--- src/svrgb_pkg.sv ---
// Shared types and constants for the slope vector to RGB encoder.
package svrgb_pkg;

	localparam int unsigned IN_W    = 24;
	localparam int unsigned SQ_W    = 48;
	localparam int unsigned LEN_W   = 24;
	localparam int unsigned REM_W   = 28;
	localparam int unsigned DIVD_W  = 33;
	localparam int unsigned DIVS_W  = 25;
	localparam int unsigned QUO_W   = 8;

	typedef logic [7:0] byte_t;

	typedef struct packed {
		logic signed [IN_W-1:0] x;
		logic signed [IN_W-1:0] y;
	} vec_t;

	typedef struct packed {
		byte_t blue;
		logic  too_short;
	} tag_t;

endpackage

--- src/svrgb_div.sv ---
// Pipelined restoring divider for both colour components, 8 quotient bits.
module svrgb_div
	import svrgb_pkg::*;
(
	input  logic              clk,
	input  logic              arst_n,
	input  logic              en,
	input  logic              valid_in,
	input  logic [DIVD_W-1:0] dx_in,
	input  logic [DIVD_W-1:0] dy_in,
	input  logic [DIVS_W-1:0] dv_in,
	input  tag_t              tag_in,
	output logic              valid_out,
	output byte_t             qx_out,
	output byte_t             qy_out,
	output tag_t              tag_out
);

	logic              v_s  [0:QUO_W];
	logic [DIVD_W-1:0] rx_s [0:QUO_W];
	logic [DIVD_W-1:0] ry_s [0:QUO_W];
	logic [DIVS_W-1:0] dv_s [0:QUO_W];
	byte_t             qx_s [0:QUO_W];
	byte_t             qy_s [0:QUO_W];
	tag_t              tag_s[0:QUO_W];

	assign v_s[0]   = valid_in;
	assign rx_s[0]  = dx_in;
	assign ry_s[0]  = dy_in;
	assign dv_s[0]  = dv_in;
	assign qx_s[0]  = '0;
	assign qy_s[0]  = '0;
	assign tag_s[0] = tag_in;

	for (genvar j = 0; j < QUO_W; j++) begin : g_step
		localparam int unsigned K = QUO_W - 1 - j;
		logic [DIVD_W-1:0] sh;
		logic              tx;
		logic              ty;

		always_comb begin
			sh = {{(DIVD_W-DIVS_W){1'b0}}, dv_s[j]} << K;
			tx = (rx_s[j] >= sh);
			ty = (ry_s[j] >= sh);
		end

		always_ff @(posedge clk or negedge arst_n) begin
			if (!arst_n) begin
				v_s[j+1] <= 1'b0;
			end else if (en) begin
				v_s[j+1] <= v_s[j];
			end
		end

		always_ff @(posedge clk) begin
			if (en) begin
				rx_s[j+1]  <= tx ? rx_s[j] - sh : rx_s[j];
				ry_s[j+1]  <= ty ? ry_s[j] - sh : ry_s[j];
				qx_s[j+1]  <= {qx_s[j][QUO_W-2:0], tx};
				qy_s[j+1]  <= {qy_s[j][QUO_W-2:0], ty};
				dv_s[j+1]  <= dv_s[j];
				tag_s[j+1] <= tag_s[j];
			end
		end
	end

	assign valid_out = v_s[QUO_W];
	assign qx_out    = qx_s[QUO_W];
	assign qy_out    = qy_s[QUO_W];
	assign tag_out   = tag_s[QUO_W];

`ifndef NO_ASSERTIONS
	// a proper divisor leaves a remainder below itself
	a_rem_x: assert property (@(posedge clk) disable iff (!arst_n)
		v_s[QUO_W] && !tag_s[QUO_W].too_short
		|-> rx_s[QUO_W] < {{(DIVD_W-DIVS_W){1'b0}}, dv_s[QUO_W]})
		else $error("red remainder not reduced");
	a_rem_y: assert property (@(posedge clk) disable iff (!arst_n)
		v_s[QUO_W] && !tag_s[QUO_W].too_short
		|-> ry_s[QUO_W] < {{(DIVD_W-DIVS_W){1'b0}}, dv_s[QUO_W]})
		else $error("green remainder not reduced");
`endif

endmodule

--- config.mk ---
export PLATFORM = sky130hd
export DESIGN_NAME = svrgb_div
export DESIGN_NICKNAME = d
export VERILOG_FILES = /design/src/svrgb_pkg.sv /design/src/svrgb_div.sv
export SDC_FILE = /design/constraint.sdc
export NUM_CORES = 2
export LEC_CHECK = 0
export BUFFER_PORTS_ARGS = -buffer_cell sky130_fd_sc_hd__buf_2
export CAP_MARGIN = 10
export CELL_PAD_IN_SITES_DETAIL_PLACEMENT = 1
export CELL_PAD_IN_SITES_GLOBAL_PLACEMENT = 1
export CORE_MARGIN = 4
export CORE_UTILIZATION = 24
export DETAILED_ROUTE_END_ITERATION = 8
export GPL_ROUTABILITY_DRIVEN = 1
export PLACE_DENSITY = 0.46
export SLEW_MARGIN = 10
export SYNTH_ARGS = -nofsm -noshare
export SYNTH_HDL_FRONTEND = slang
export SYNTH_SLANG_ARGS = --single-unit
--- constraint.sdc ---
create_clock -name clk -period 5.1 [get_ports clk]
set_input_delay 0.765 -clock clk [delete_from_list [all_inputs] [get_ports clk]]
set_output_delay 0.765 -clock clk [all_outputs]
set_load 0.02 [all_outputs]
# --- Word-level counts from Yosys, hierarchy flattened ---
# Index checks and enable logic that the tools add are counted.
word_totals:
  ff_bits: 789
  input_bits: 104
  output_inout_bits: 26
  word_cells: 105
op_classes:
  addsub: 14
  order_cmp: 16
  mux: 14
ops:
  columns: ["op", "n"]
  rows:
  - ["$mux 33", 14]
  - ["$ge 33x25->1", 2]
  - ["$ge 33x26->1", 2]
  - ["$ge 33x27->1", 2]
  - ["$ge 33x28->1", 2]
  - ["$ge 33x29->1", 2]
  - ["$ge 33x30->1", 2]
  - ["$ge 33x31->1", 2]
  - ["$ge 33x32->1", 2]
  - ["$sub 33x26->33", 2]
  - ["$sub 33x27->33", 2]
  - ["$sub 33x28->33", 2]
  - ["$sub 33x29->33", 2]
  - ["$sub 33x30->33", 2]
  - ["$sub 33x31->33", 2]
  - ["$sub 33x32->33", 2]

# --- Logic depth before layout (Yosys ltp) ---
logic_depth:
  depth_word: 2
  depth_mapped: 15
  depth_no_buf: 13

# --- Worst setup path before layout ---
# No wires, ideal clock.
synth_path:
  path_kind: "input -> register"
  startpoint: "input port dy_in[7]"
  endpoint: "register ry_s[247] (netlist bit), data pin"
  setup_time_ps: 270
  t_arrival_ps: 3454
  t_required_ps: 4830
  setup_slack_ps: 1375
  path_stages: 12
  path_buffers: 2
  cell_sequence: "inv_1 ha_1 fa_1 nor2b_1 o31a_1 o221ai_1 a21oi_1 a41oi_1 o311ai_1 clkbuf_1 buf_1 a21oi_1"
synth_via:
  elab_chain_len: 2
synth_lines:
  columns: ["item", "line", "text"]
  rows:
  - ["start, declared", "svrgb_div.sv:10", "input logic [DIVD_W-1:0] dy_in,"]
  - ["$ge 33x32->1", "svrgb_div.sv:44", "ty = (ry_s[j] >= sh);"]
  - ["named net g_step[0].ty", "svrgb_div.sv:39", "logic ty;"]
  - ["$mux 33", "svrgb_div.sv:58", "ry_s[j+1] <= ty ? ry_s[j] - sh : ry_s[j];"]
  - ["end signal, assigned by index", "svrgb_div.sv:58", null]
  - ["end, declared", "svrgb_div.sv:21", "logic [DIVD_W-1:0] ry_s [0:QUO_W];"]
# The timed path passes the listed nets, and every way through them passes these cells.
# A chain may end at the register's enable or synchronous reset.

# --- Final worst setup path ---
layout_path:
  startpoint: "register dv_s[50] (netlist bit)"
  endpoint: "register rx_s[65] (netlist bit), data pin"
layout_via:
  elab_chain_len: 2
layout_lines:
  columns: ["item", "line", "text"]
  rows:
  - ["start, declared", "svrgb_div.sv:22", "logic [DIVS_W-1:0] dv_s [0:QUO_W];"]
  - ["start signal, assigned by index", "svrgb_div.sv:61", "dv_s[j+1] <= dv_s[j];"]
  - ["$sub 33x26->33 or $ge 33x26->1 (tied branches)", "svrgb_div.sv:57, svrgb_div.sv:43", null]
  - ["$mux 33 (*)", "svrgb_div.sv:57", "rx_s[j+1] <= tx ? rx_s[j] - sh : rx_s[j];"]
  - ["end signal, assigned by index", "svrgb_div.sv:57", null]
  - ["end, declared", "svrgb_div.sv:20", "logic [DIVD_W-1:0] rx_s [0:QUO_W];"]
# Every way passes the cells marked *; elsewhere a longest branch is shown, timed or not.

==> impl_metrics.ini <==
[yosys]
synth_top_family_by_area = compound AO/OA/AOI/OAI gates
synth_compound_area_share_pct = 16.45
synth_cells = 4582
synthAdderAreaFrac_pct = 10.82
synth_area_per_cell_um2 = 10.66
syn_area_um2 = 48860
synth_edf_count = 781
yosys.cell_count.top_type = edfxtp_1
async_flop_share_pct = 1.014
synthMuxAreaShare_pct = 2.671
synth.top_cell.area_share_pct = 48.00
synth_common_cells = edfxtp_1 (781), a21oi_1 (422), ha_1 (400)
synth_top_area_cell = edfxtp_1
synthTopCellsByArea = edfxtp_1 (48%), ha_1 (10%), a21oi_1 (4.3%), xnor2_1 (3.4%), o21ai_0 (3.3%)
synth_cell_types = 85
yosys.area_share.simple_pct = 11.89
synthFlopType = edfxtp_1
ys_ff_latch = 789
synth-xor-area-share_pct = 6.077
ys_warn_count = 0
seq_area_frac_synth_pct = 48.41
synth_nets = 5100

[placement]
dp_hpwl_um = 123100
gp_congestion = 0.8378
port_buffers = 129
pre_cts_ws_ps = 618.9

[outcome]
status = finished, final reports clean

[worst_hold_path]
min_path_cells = 1
holdPathEnd = tag_s[65]
hold_start = tag_in[2]
hp-class = in -> reg

[sta]
hold_viol_final = 0
rsz0062_at_grt = false
setup_slack_ps = 678.8
tns_ps = 0
min_period_ps = 4421
fin_worst_skew_ps = 41.50
fmax_mhz = 226.2
maxSlewViolCount = 0
worst_pin_slew_ps = 947.5
slew_headroom_pct = 36.84
setup_viol = 0
fin_crit_sh_pct = 86.69

[power_and_ir_drop]
powerDensity_nw_per_um2 = 546.2
power_switching_w = 0.01176
seqPwrFrac_pct = 35.4
p_int_w = 0.01891
power_leakage_nw = 21.69
p_clk_share_pct = 22.4
switching_share_pct = 38.35
p_comb_share_pct = 42.1
ir_worst_vdd_mv = 0.2947

[cells_and_area]
fin_nets = 5256
fill_cells = 22750
area_delta_synth_final_pct = 14.95
drive_gt1_share_pct = 10.40

[route]
wl_per_cell_um = 20.24
totalWireLength_um = 151600
num_vias = 34600
drc = 0
dr.pass1.iters = 5
via_per_inst = 4.620
ant_nets = 0
first_iter_violations = 1567

[clocking]
clk_latency_ps = 730
clockRootBuffer = clkbuf_16
htree_levels = 3
post_cts_buffers = 0
cts_made_buffers = 98
clk_pin_slew_ps = 60
cts_tree = yes
numClockSinks = 789
clk_path_buf_depth = 3

[global_route]
grt_pass1_vias = 37470
grt_antenna_before_repair = 0
overflow = 0
grt_max_degree = 111
grt_first_pass_wirelength_um = 231200
grt.total_usage_pct = 14.29

[worst_setup_path]
crit-reg2reg-launch = dv_s[50]
cp.arrival_ps = 4860
path_class = reg -> reg
critPathCaptureType = register
r2r_setup_slack_ps = 680
r2r-end = rx_s[65]
startpoint_type = register
cp_max_fo = 18
crit_required_ps = 5540
r2r_cells = 11

[floorplan]
dieArea_um2 = 210800
initial_utilization_pct = 24.15
die_h_um = 459.2
fp.dieW_um = 459.2
coreArea_um2 = 202300
io_pins = 130
rows = 165

[run]
maxCapViolations = 0
==> state kept, by name, summed over array words and instances, names as in the netlist <==
signal and count:
dv_s 175, qx_out 8, qx_s 28, qy_out 8, qy_s 28, rx_s 231, ry_s 231, tag_out 9
tag_s 63, v_s 7, valid_out 1
==> power by group through the flow <==
| stage | Combinational [W] | Clock [W] | Sequential (W) |
|---|---|---|---|
| floorplan | 0.00936 | 0 | 0.0102 |
| global placement | 0.0129 | 0 | 0.0110 |
| detailed placement | 0.0130 | 0 | 0.0110 |
| CTS | 0.0131 | 0.00722 | 0.0109 |
| global route | 0.0145 | 0.00747 | 0.0111 |
| finish | 0.0129 | 0.00688 | 0.0109 |
==> cell families after synthesis <==
logic type | after synthesis
compound gates | 1294
buf+inv | 450
flops | 789
simple gates | 1179
fa+ha+maj | 414
mux | 117
xor+xnor | 339
==> worst max-delay path by stage <==
| stage | from | end | slack, ps | depth (start not counted) |
|---|---|---|---|---|
| 5_1_grt | dv_s[176] | ry_s[204] | 490 | 12 |
| 2_1_floorplan | dy_in[7] | ry_s[247] | 1380 | 12 |
| 3_5_place_dp | dv_s[50] | rx_s[65] | 620 | 11 |
| 3_3_place_gp | dv_s[176] | ry_s[204] | 710 | 12 |
| 4_1_cts | dv_s[50] | rx_s[65] | 620 | 11 |
| 6_report | dv_s[50] | rx_s[65] | 680 | 11 |
==> critical path, stage by stage (launching register included) <==
cell and delay [ps]:
edfxtp_1 440, ha_1 240, fa_1 420, nor2b_1 190, o211ai_1 190, a21oi_1 340, nor3_1 140, o41ai_2 810
a21oi_4 290, or3_1 450, or4_1 500, xnor2_1 150
==> cell type report <==
class	instances	area (µm²)	share of cell area, %
Clock inverter	62	575.6	1.025
Tap cell	2672	3343	5.953
Sequential cell	789	23650	42.12
Multi-Input combinational cell	3343	23520	41.88
Inverter	311	1167	2.079
Antenna cell	1	2.502	0.004456
Timing Repair Buffer	195	1329	2.366
Clock buffer	117	2566	4.570
==> through the flow <==
| stage | instances | cell area, µm² | utilization [%] | hold slack (ps) | total power [W] |
|---|---|---|---|---|---|
| 2_1_floorplan | 4582 | 48860 | - | 400.3 | 0.01957 |
| 3_3_place_gp | 7307 | 52980 | 26.18 | 400.4 | 0.02394 |
| 3_5_place_dp | 7309 | 53000 | 26.20 | 405.2 | 0.02399 |
| 4_1_cts | 7489 | 56160 | 27.76 | 119.0 | 0.03117 |
| 5_1_grt | 7489 | 56160 | 27.76 | 143.0 | 0.03306 |
| 6_report | 7490 | 56160 | 27.76 | 210.9 | 0.03068 |
==> cells in the final DEF, fill, tap and decap left out, types with 100 or more instances in the layout <==
cell	count
a21o_1	175
xor2_1	147
o21ai_0	321
buf_2	128
mux2_2	107
ha_1	400
clkbuf_16	100
nor2_1	309
nand2_1	338
xnor2_1	192
inv_1	311
a21oi_1	422
edfxtp_1	781
==> routing by layer <==
| metal | share of wire, % | routed length, µm | track usage, % | up-vias |
|---|---|---|---|---|
| met1 | 46 | 70280 | 18.47 | 16700 |
| met3 | 2.1 | 3159 | 1.768 | 196 |
| met5 | 0 | 0 | 0 | - |
| li1 | - | - | - | 17320 |
| met2 | 48 | 72120 | 24.44 | 386 |
| met4 | 4.0 | 6054 | 5.255 | 0 |
==> timing repair <==
| action | CTS | global route |
|---|---|---|
| gates resized for setup | 0 | 0 |
| endpoints found under the setup margin | 0 | 0 |
| hold buffers | 1 | 0 |
| endpoints found under the hold margin | 8 | 0 |
Power figures use the tool's default switching activity.
