### src/svrgb_pkg.sv
// Shared types and constants for the slope vector to RGB encoder.
package svrgb_pkg;

	localparam int unsigned IN_W    = 24;
	localparam int unsigned SQ_W    = 48;
	localparam int unsigned LEN_W   = 24;
	localparam int unsigned REM_W   = 28;
	localparam int unsigned DIVD_W  = 33;
	localparam int unsigned DIVS_W  = 25;
	localparam int unsigned QUO_W   = 8;

	typedef logic [7:0] byte_t;

	typedef struct packed {
		logic signed [IN_W-1:0] x;
		logic signed [IN_W-1:0] y;
	} vec_t;

	typedef struct packed {
		byte_t blue;
		logic  too_short;
	} tag_t;

endpackage

### src/svrgb_sqrt.sv
// Pipelined integer square root, one result bit per stage.
module svrgb_sqrt
	import svrgb_pkg::*;
(
	input  logic             clk,
	input  logic             arst_n,
	input  logic             en,
	input  logic             valid_in,
	input  logic [SQ_W-1:0]  rad_in,
	input  vec_t             vec_in,
	output logic             valid_out,
	output logic [LEN_W-1:0] root_out,
	output vec_t             vec_out
);

	logic             v_s    [0:LEN_W];
	logic [SQ_W-1:0]  rad_s  [0:LEN_W];
	logic [REM_W-1:0] rem_s  [0:LEN_W];
	logic [LEN_W-1:0] root_s [0:LEN_W];
	vec_t             vec_s  [0:LEN_W];

	assign v_s[0]    = valid_in;
	assign rad_s[0]  = rad_in;
	assign rem_s[0]  = '0;
	assign root_s[0] = '0;
	assign vec_s[0]  = vec_in;

	for (genvar i = 0; i < LEN_W; i++) begin : g_step
		logic [REM_W-1:0] rem_c;
		logic [REM_W-1:0] trial;
		logic             take;

		always_comb begin
			rem_c = {rem_s[i][REM_W-3:0], rad_s[i][SQ_W-1 -: 2]};
			trial = {{(REM_W-LEN_W-2){1'b0}}, root_s[i], 2'b01};
			take  = (rem_c >= trial);
		end

		always_ff @(posedge clk or negedge arst_n) begin
			if (!arst_n) begin
				v_s[i+1] <= 1'b0;
			end else if (en) begin
				v_s[i+1] <= v_s[i];
			end
		end

		always_ff @(posedge clk) begin
			if (en) begin
				rad_s[i+1]  <= {rad_s[i][SQ_W-3:0], 2'b00};
				rem_s[i+1]  <= take ? rem_c - trial : rem_c;
				root_s[i+1] <= {root_s[i][LEN_W-2:0], take};
				vec_s[i+1]  <= vec_s[i];
			end
		end
	end

	assign valid_out = v_s[LEN_W];
	assign root_out  = root_s[LEN_W];
	assign vec_out   = vec_s[LEN_W];

`ifndef NO_ASSERTIONS
	// remainder of a finished root never exceeds twice the root
	a_rem_bound: assert property (@(posedge clk) disable iff (!arst_n)
		v_s[LEN_W] |-> rem_s[LEN_W] <= {{(REM_W-LEN_W-1){1'b0}}, root_s[LEN_W], 1'b0})
		else $error("sqrt remainder out of range");
`endif

endmodule

### config.mk
export PLATFORM = sky130hd
export DESIGN_NAME = svrgb_sqrt
export DESIGN_NICKNAME = d
export VERILOG_FILES = /design/src/svrgb_pkg.sv /design/src/svrgb_sqrt.sv
export SDC_FILE = /design/constraint.sdc
export NUM_CORES = 2
export LEC_CHECK = 0
export BUFFER_PORTS_ARGS = -buffer_cell sky130_fd_sc_hd__buf_2
export CAP_MARGIN = 20
export CORE_MARGIN = 4
export CORE_UTILIZATION = 55
export DETAILED_ROUTE_END_ITERATION = 12
export GPL_TIMING_DRIVEN = 1
export PLACE_DENSITY = 0.71
export SYNTH_ARGS = -nofsm -noshare
export SYNTH_HDL_FRONTEND = slang
export SYNTH_SLANG_ARGS = --single-unit
### constraint.sdc
create_clock -name clk -period 4.1 [get_ports clk]
set_input_delay 0.82 -clock clk [delete_from_list [all_inputs] [get_ports clk]]
set_output_delay 0.82 -clock clk [all_outputs]
set_load 0.005 [all_outputs]
### Yosys cells after proc, flatten, opt, wreduce, memory -nomap -nowiden

Cells that the tools add are included.

| storage, ports and cells | value |
|---|---|
| memory bits (writable) | 0 |
| memories kept | 0 |
| bits in latches | 0 |
| ROM bits | 0 |
| output and inout port bits | 73 |
| register bits after elaboration | 2603 |

| operators by class | value |
|---|---|
| divide/modulo/power cells | 0 |
| add/sub/neg operators | 23 |
| multipliers | 0 |
| reduce and logical (&&, ||, !) cells | 0 |
| equality and inequality tests | 0 |
| shifts and indexed selects | 0 |
| magnitude comparators | 24 |
| bitwise operators | 0 |
| mux-type cells | 23 |

Operators with widths:

| cell | count |
|---|---|
| $mux W26 | 22 |
| $ge A28 B10 Y1 | 1 |
| $ge A28 B11 Y1 | 1 |
| $ge A28 B12 Y1 | 1 |
| $ge A28 B13 Y1 | 1 |
| $ge A28 B14 Y1 | 1 |
| $ge A28 B15 Y1 | 1 |
| $ge A28 B16 Y1 | 1 |
| $ge A28 B17 Y1 | 1 |
| $ge A28 B18 Y1 | 1 |
| $ge A28 B19 Y1 | 1 |
| $ge A28 B20 Y1 | 1 |
| $ge A28 B21 Y1 | 1 |
| $ge A28 B22 Y1 | 1 |
| $ge A28 B23 Y1 | 1 |
| $ge A28 B24 Y1 | 1 |
| $ge A28 B25 Y1 | 1 |
| $ge A28 B3 Y1 | 1 |
| $ge A28 B4 Y1 | 1 |
| $ge A28 B5 Y1 | 1 |
| $ge A28 B6 Y1 | 1 |
| $ge A28 B7 Y1 | 1 |
| $ge A28 B8 Y1 | 1 |
| $ge A28 B9 Y1 | 1 |
| other kinds (25) | 25 |

### Depth between registers and ports, before layout

| depth | value |
|---|---|
| word-level depth | 2 |
| depth in mapped cells | 14 |
| depth with buffers taken out | 11 |

### Least setup slack after synthesis

OpenSTA, ideal clock, no wires.

| timing | value |
|---|---|
| path type | register -> register |
| start point | register rem_s (netlist bit g_step[11].rem_c[12]) |
| end point | register rem_s (netlist bit g_step[12].rem_c[14]), data pin |
| library setup time | 256 ps |
| stages on the path, launching flop included | 13 |
| arrival time | 2969 ps |
| data required time | 3844 ps |
| slack | 875 ps |
| cell sequence | edfxtp_1 -> ha_1 -> or3_1 -> buf_2 -> or3_1 -> or4_1 -> a211o_1 -> a31o_2 -> a31oi_1 -> buf_4 -> buf_4 -> nor3_1 -> a22o_1 |

| between the ends | value |
|---|---|
| cells in the longest elaborated chain, start to end | 2 |

RTL lines:

| what | RTL line | text |
|---|---|---|
| start: declaration | svrgb_sqrt.sv:18 | `logic [REM_W-1:0] rem_s [0:LEN_W];` |
| start signal: indexed assignment | svrgb_sqrt.sv:50 | `rem_s[i+1] <= take ? rem_c - trial : rem_c;` |
| $sub A26 B13 Y26 or $ge A28 B13 Y1 (tied branches) | svrgb_sqrt.sv:50, svrgb_sqrt.sv:36 |  |
| $mux W26 * | svrgb_sqrt.sv:50 |  |

Mark *: on every way between the ends. The rest lies on a longest branch, timed or not.
A chain may end at the register's enable or synchronous reset.

### Worst setup path after layout

| timing | value |
|---|---|
| start point | register rem_s (netlist bit g_step[19].rem_c[2]) |
| end point | register rem_s (netlist bit g_step[20].rem_c[23]), data pin |

| between the ends | value |
|---|---|
| cells in the longest elaborated chain, start to end | 2 |

RTL lines:

| what | RTL line |
|---|---|
| $sub A26 B21 Y26 or $ge A28 B21 Y1 (tied branches) | svrgb_sqrt.sv:50, svrgb_sqrt.sv:36 |
| $mux W26 * | svrgb_sqrt.sv:50 |

Marked as above.

==> impl_metrics.sql <==
INSERT INTO impl_metrics (metric_group, metric, value, unit) VALUES
('power', 'power_report.internal_total', '49.00', 'mW'),
('grt', 'groute.usage.overall', '17.72', '%'),
('timing', 'setup_total_negative_slack', '0', 'ns'),
('floorplanning', 'boundaryPins', '173', ''),
('grt', 'first_global_vias', '51310', ''),
('placed_design', 'gp_congestion', '0.9023', ''),
('synth', 'ys_types', '82', ''),
('timing', 'grt_setup_unrepaired', 'false', ''),
('grt', 'grt_max_degree', '136', ''),
('critical_path', 'cpMaxStageDelayCell', 'a2111oi_0', ''),
('critical_path', 'slowest_delay', '0.80', 'ns'),
('timing', 'hold-worst-slack', '0.1014', 'ns'),
('synth', 'synth_nets', '6776', ''),
('critical_path', 'timing.critical_path.from_type', 'flop', ''),
('drt', 'detail_route.wirelength.met1', '74.12', 'mm'),
('cells_and_area', 'area_taken_by_flip_flops_and_latches', '0.07768', 'mm²'),
('synth', 'syn-instance-count', '6350', ''),
('drt', 'met3RoutedLength', '7.439', 'mm'),
('synth', 'synth_area', '0.1019', 'mm²'),
('power', 'power.sequential.fraction', '52.3', '%'),
('grt', 'antenna_found_initial', '1', ''),
('cts', 'root_buffer', 'clkbuf_16', ''),
('drt', 'routed.top_layer', 'met4', ''),
('cts', 'tritoncts_clock_tree', 'yes', ''),
('placed_design', 'number_of_buffers_added_on_ports', '172', ''),
('drt', 'routed_via_density', '5.405', ''),
('grt', 'grt_pass1_wl', '273.2', 'mm'),
('synth', 'ys_seq_elements', '2591', ''),
('synth', 'synth.yosys.seq_area_share', '76.26', '%'),
('critical_path', 'timing.critical_path.arrival', '4.14', 'ns'),
('flow_run', 'drv_cap', '0', ''),
('synth', 'avgSynthCellArea', '16.04', 'µm²'),
('timing', 'fmax', '0.2818', 'GHz'),
('floorplanning', 'die_area', '0.1922', 'mm²'),
('timing', 'worst-slew-pin-transition', '0.9002', 'ns'),
('timing', 'timing_max_transition_violations_final', '0', ''),
('drt', 'antenna_left', '0', ''),
('critical_path', 'cp_data_required_time', '4.69', 'ns'),
('drt', 'drc', '0', ''),
('cts', 'clk_pin_slew', '0.06', 'ns'),
('status', 'status', 'finished, final reports clean', ''),
('placed_design', 'detailed_place_hpwl', '111.0', 'mm'),
('power', 'static-leakage-power', '42.39', 'nW'),
('cells_and_area', 'drive_gt1_share', '10.75', '%'),
('floorplanning', 'die_w', '438.4', 'µm'),
('cts', 'cts_inserted_buffers', '280', ''),
('cells_and_area', 'multi_input_area', '0.02190', 'mm²'),
('timing', 'final_critical_period', '3.549', 'ns'),
('critical_path', 'endpoint_kind', 'flop', ''),
('cts', 'clk_latency', '0.92', 'ns'),
('floorplanning', 'floorplan.rows', '157', ''),
('synth', 'synth_edf_count', '2567', ''),
('critical_path', 'critical_path.cell_chain', 'ha_1 -> or3_1 -> o22ai_1 -> o21ai_0 -> a2111oi_0 -> nor3_1 -> o31a_1 -> nor4b_1 -> xor2_1', ''),
('cts', 'clock_path_buffers', '4', ''),
('power', 'total_switching_power', '14.80', 'mW'),
('cells_and_area', 'num-fill-cells', '13180', ''),
('power', 'sw_ratio', '23.20', '%'),
('cts', 'cts_sinks', '2591', ''),
('drt', 'routed_wl', '169.6', 'mm'),
('placed_design', 'place_inst', '8943', ''),
('power', 'ir_worst_vdd', '0.4253', 'mV'),
('synth', 'synth_ff_type', 'edfxtp_1', ''),
('cells_and_area', 'layoutNonFillerInstCount', '9424', ''),
('power', 'power_density', '555.4', 'mW/mm²'),
('timing', 'max-slew-margin-rel', '38.44', '%'),
('synth', 'yosys_warnings', '0', ''),
('timing', 'period_utilization_post_route', '86.56', '%'),
('cts', 'htreeDepth', '5', ''),
('cells_and_area', 'layout-area-overhead-vs-synth', '12.77', '%'),
('floorplanning', 'die_height', '438.4', 'µm'),
('synth', 'synth-async-reset-ratio', '0.9263', '%');
## registers in the layout, indices dropped and copies added (netlist names)
name / count
v_s: 23
g_step.trial: 276
rad_s: 506
vec_s: 1104
vec_out: 48
valid_out: 1
g_step.rem_c: 609
root_out: 24
## worst paths after layout
kind | start | to | slack [ns] | cells past startpoint
worst max-delay path | g_step[19].rem_c[2]$_DFFE_PP_ | g_step[20].rem_c[23]$_DFFE_PP_ | 0.55 | 9
worst min-delay path | rad_in[45] | g_step[1].rem_c[1]$_DFFE_PP_ | 0.10 | 1
worst max register to register | g_step[19].rem_c[2]$_DFFE_PP_ | g_step[20].rem_c[23]$_DFFE_PP_ | 0.55 | 9
worst min register to register | rad_s[233]$_DFFE_PP_ | rad_s[187]$_DFFE_PP_ | 0.37 | 0
max in group asynchronous | arst_n | v_s[12]$_DFFE_PN0P_ | 3.30 | 2
min in group asynchronous | arst_n | v_s[23]$_DFFE_PN0P_ | 0.44 | 2
## placed cells by master, fill, tap and decap left out, types with 18 or more instances in the layout
master,instances
a2111oi_0,18
a211oi_1,25
a21boi_0,18
a21o_1,122
a21oi_1,326
and2_1,22
and3_1,22
buf_12,37
buf_2,172
buf_4,70
bufinv_16,20
clkbuf_1,63
clkbuf_16,284
clkinv_1,73
clkinv_2,21
dfrtp_1,24
edfxtp_1,2567
ha_1,326
inv_1,413
mux2_2,71
nand2_1,339
nand2b_1,50
nand3_1,92
nand3b_1,19
nand4_1,44
nor2_1,295
nor2b_1,51
nor3_1,139
nor4_1,78
o211ai_1,30
o21a_1,74
o21ai_0,220
o21bai_1,21
o31ai_1,45
or2_2,30
or3_1,54
or4_1,37
xnor2_1,203
xor2_1,230
## cells in the mapped netlist, types with 19 or more instances
master	n	area, µm²
nand2_1	339	1272
a21oi_1	327	1637
xor2_1	230	2014
nand3b_1	19	142.6
nand2b_1	50	312.8
or4_1	37	277.8
clkbuf_1	83	311.6
o211ai_1	30	225.2
xnor2_1	203	1778
nor2_1	296	1111
a21o_1	122	915.9
ha_1	326	4079
inv_1	413	1550
or2_2	30	187.7
o21ai_0	220	1101
nand4_1	44	275.3
edfxtp_1	2567	77080
and3_1	22	137.6
nor2b_1	51	319.1
o21bai_1	21	157.7
dfrtp_1	24	600.6
and2_1	22	137.6
or3_1	54	337.8
a211oi_1	26	195.2
o21a_1	74	555.5
nand3_1	92	460.4
buf_4	52	390.4
nor4_1	78	488.0
mux2_2	71	799.5
nor3_1	140	700.7
o31ai_1	45	337.8
## metrics by stage
step / power [mW] / utilization (%) / cell area [µm²] / worst slack [ns]
finish: 63.80 / 62.55 / 114900 / 0.5511
global route: 66.87 / 62.55 / 114900 / 0.2422
CTS: 64.66 / 62.54 / 114900 / 0.5628
detailed placement: 40.92 / 57.90 / 106300 / 0.5656
global placement: 40.75 / 57.90 / 106300 / 0.6283
floorplan: 38.34 / - / 101900 / 0.8747
## cell families (layout without fill, tap and decap cells)
| logic type | after synthesis | in the layout | share of synthesized area (%) |
|---|---|---|---|
| and+or+nand+nor | 1333 | 1333 | 6.540 |
| other | 1 | 2 | 0.003681 |
| xor gates and xnor gates | 433 | 433 | 3.723 |
| DFF | 2591 | 2591 | 76.26 |
| buffers and inverters | 564 | 1173 | 2.277 |
| muxes | 82 | 82 | 0.8930 |
| adders and majority gates | 326 | 326 | 4.004 |
| AOI/OAI and AO/OA | 1020 | 1020 | 6.299 |
## critical path, delay by kind of cell, from the launching register on
family | cells | cell delay [ns]
AOI/OAI and AO/OA | 4 | 1.62
xor gates and xnor gates | 1 | 0.12
DFF | 1 | 0.40
adders and majority gates | 1 | 0.26
and+or+nand+nor | 3 | 0.90
## metal layers
metal  vias up  GRT usage, %
met5         -             0
met4         0         6.568
met1     24700         23.83
met2      1104         29.26
met3       341         3.050
li1      24800             -
## power by group through the flow
stage / registers, mW / logic [mW] / clock network, mW
final: 33.4 / 7.02 / 23.4
after global routing: 33.6 / 7.90 / 25.3
after CTS: 33.4 / 7.03 / 24.2
after detailed placement: 34.0 / 6.97 / 0
after global placement: 33.9 / 6.87 / 0
after floorplan: 33.4 / 4.99 / 0
## what timing repair did
action | CTS | global route
endpoints found under the setup margin | 0 | 0
hold endpoints to repair | 24 | 0
hold buffers | 1 | 0
buffers inserted | 0 | 0
## area by class of cell
| class | count | area share, % |
|---|---|---|
| diodes | 1 | 0.002178 |
| clock buffers | 347 | 6.392 |
| clock inverters | 131 | 1.023 |
| repair buffers | 280 | 1.860 |
| inverters | 415 | 1.356 |
| well taps | 2464 | 2.684 |
| flip-flops and latches | 2591 | 67.62 |
| multi-input cells | 3195 | 19.06 |
Power figures use the tool's default switching activity.
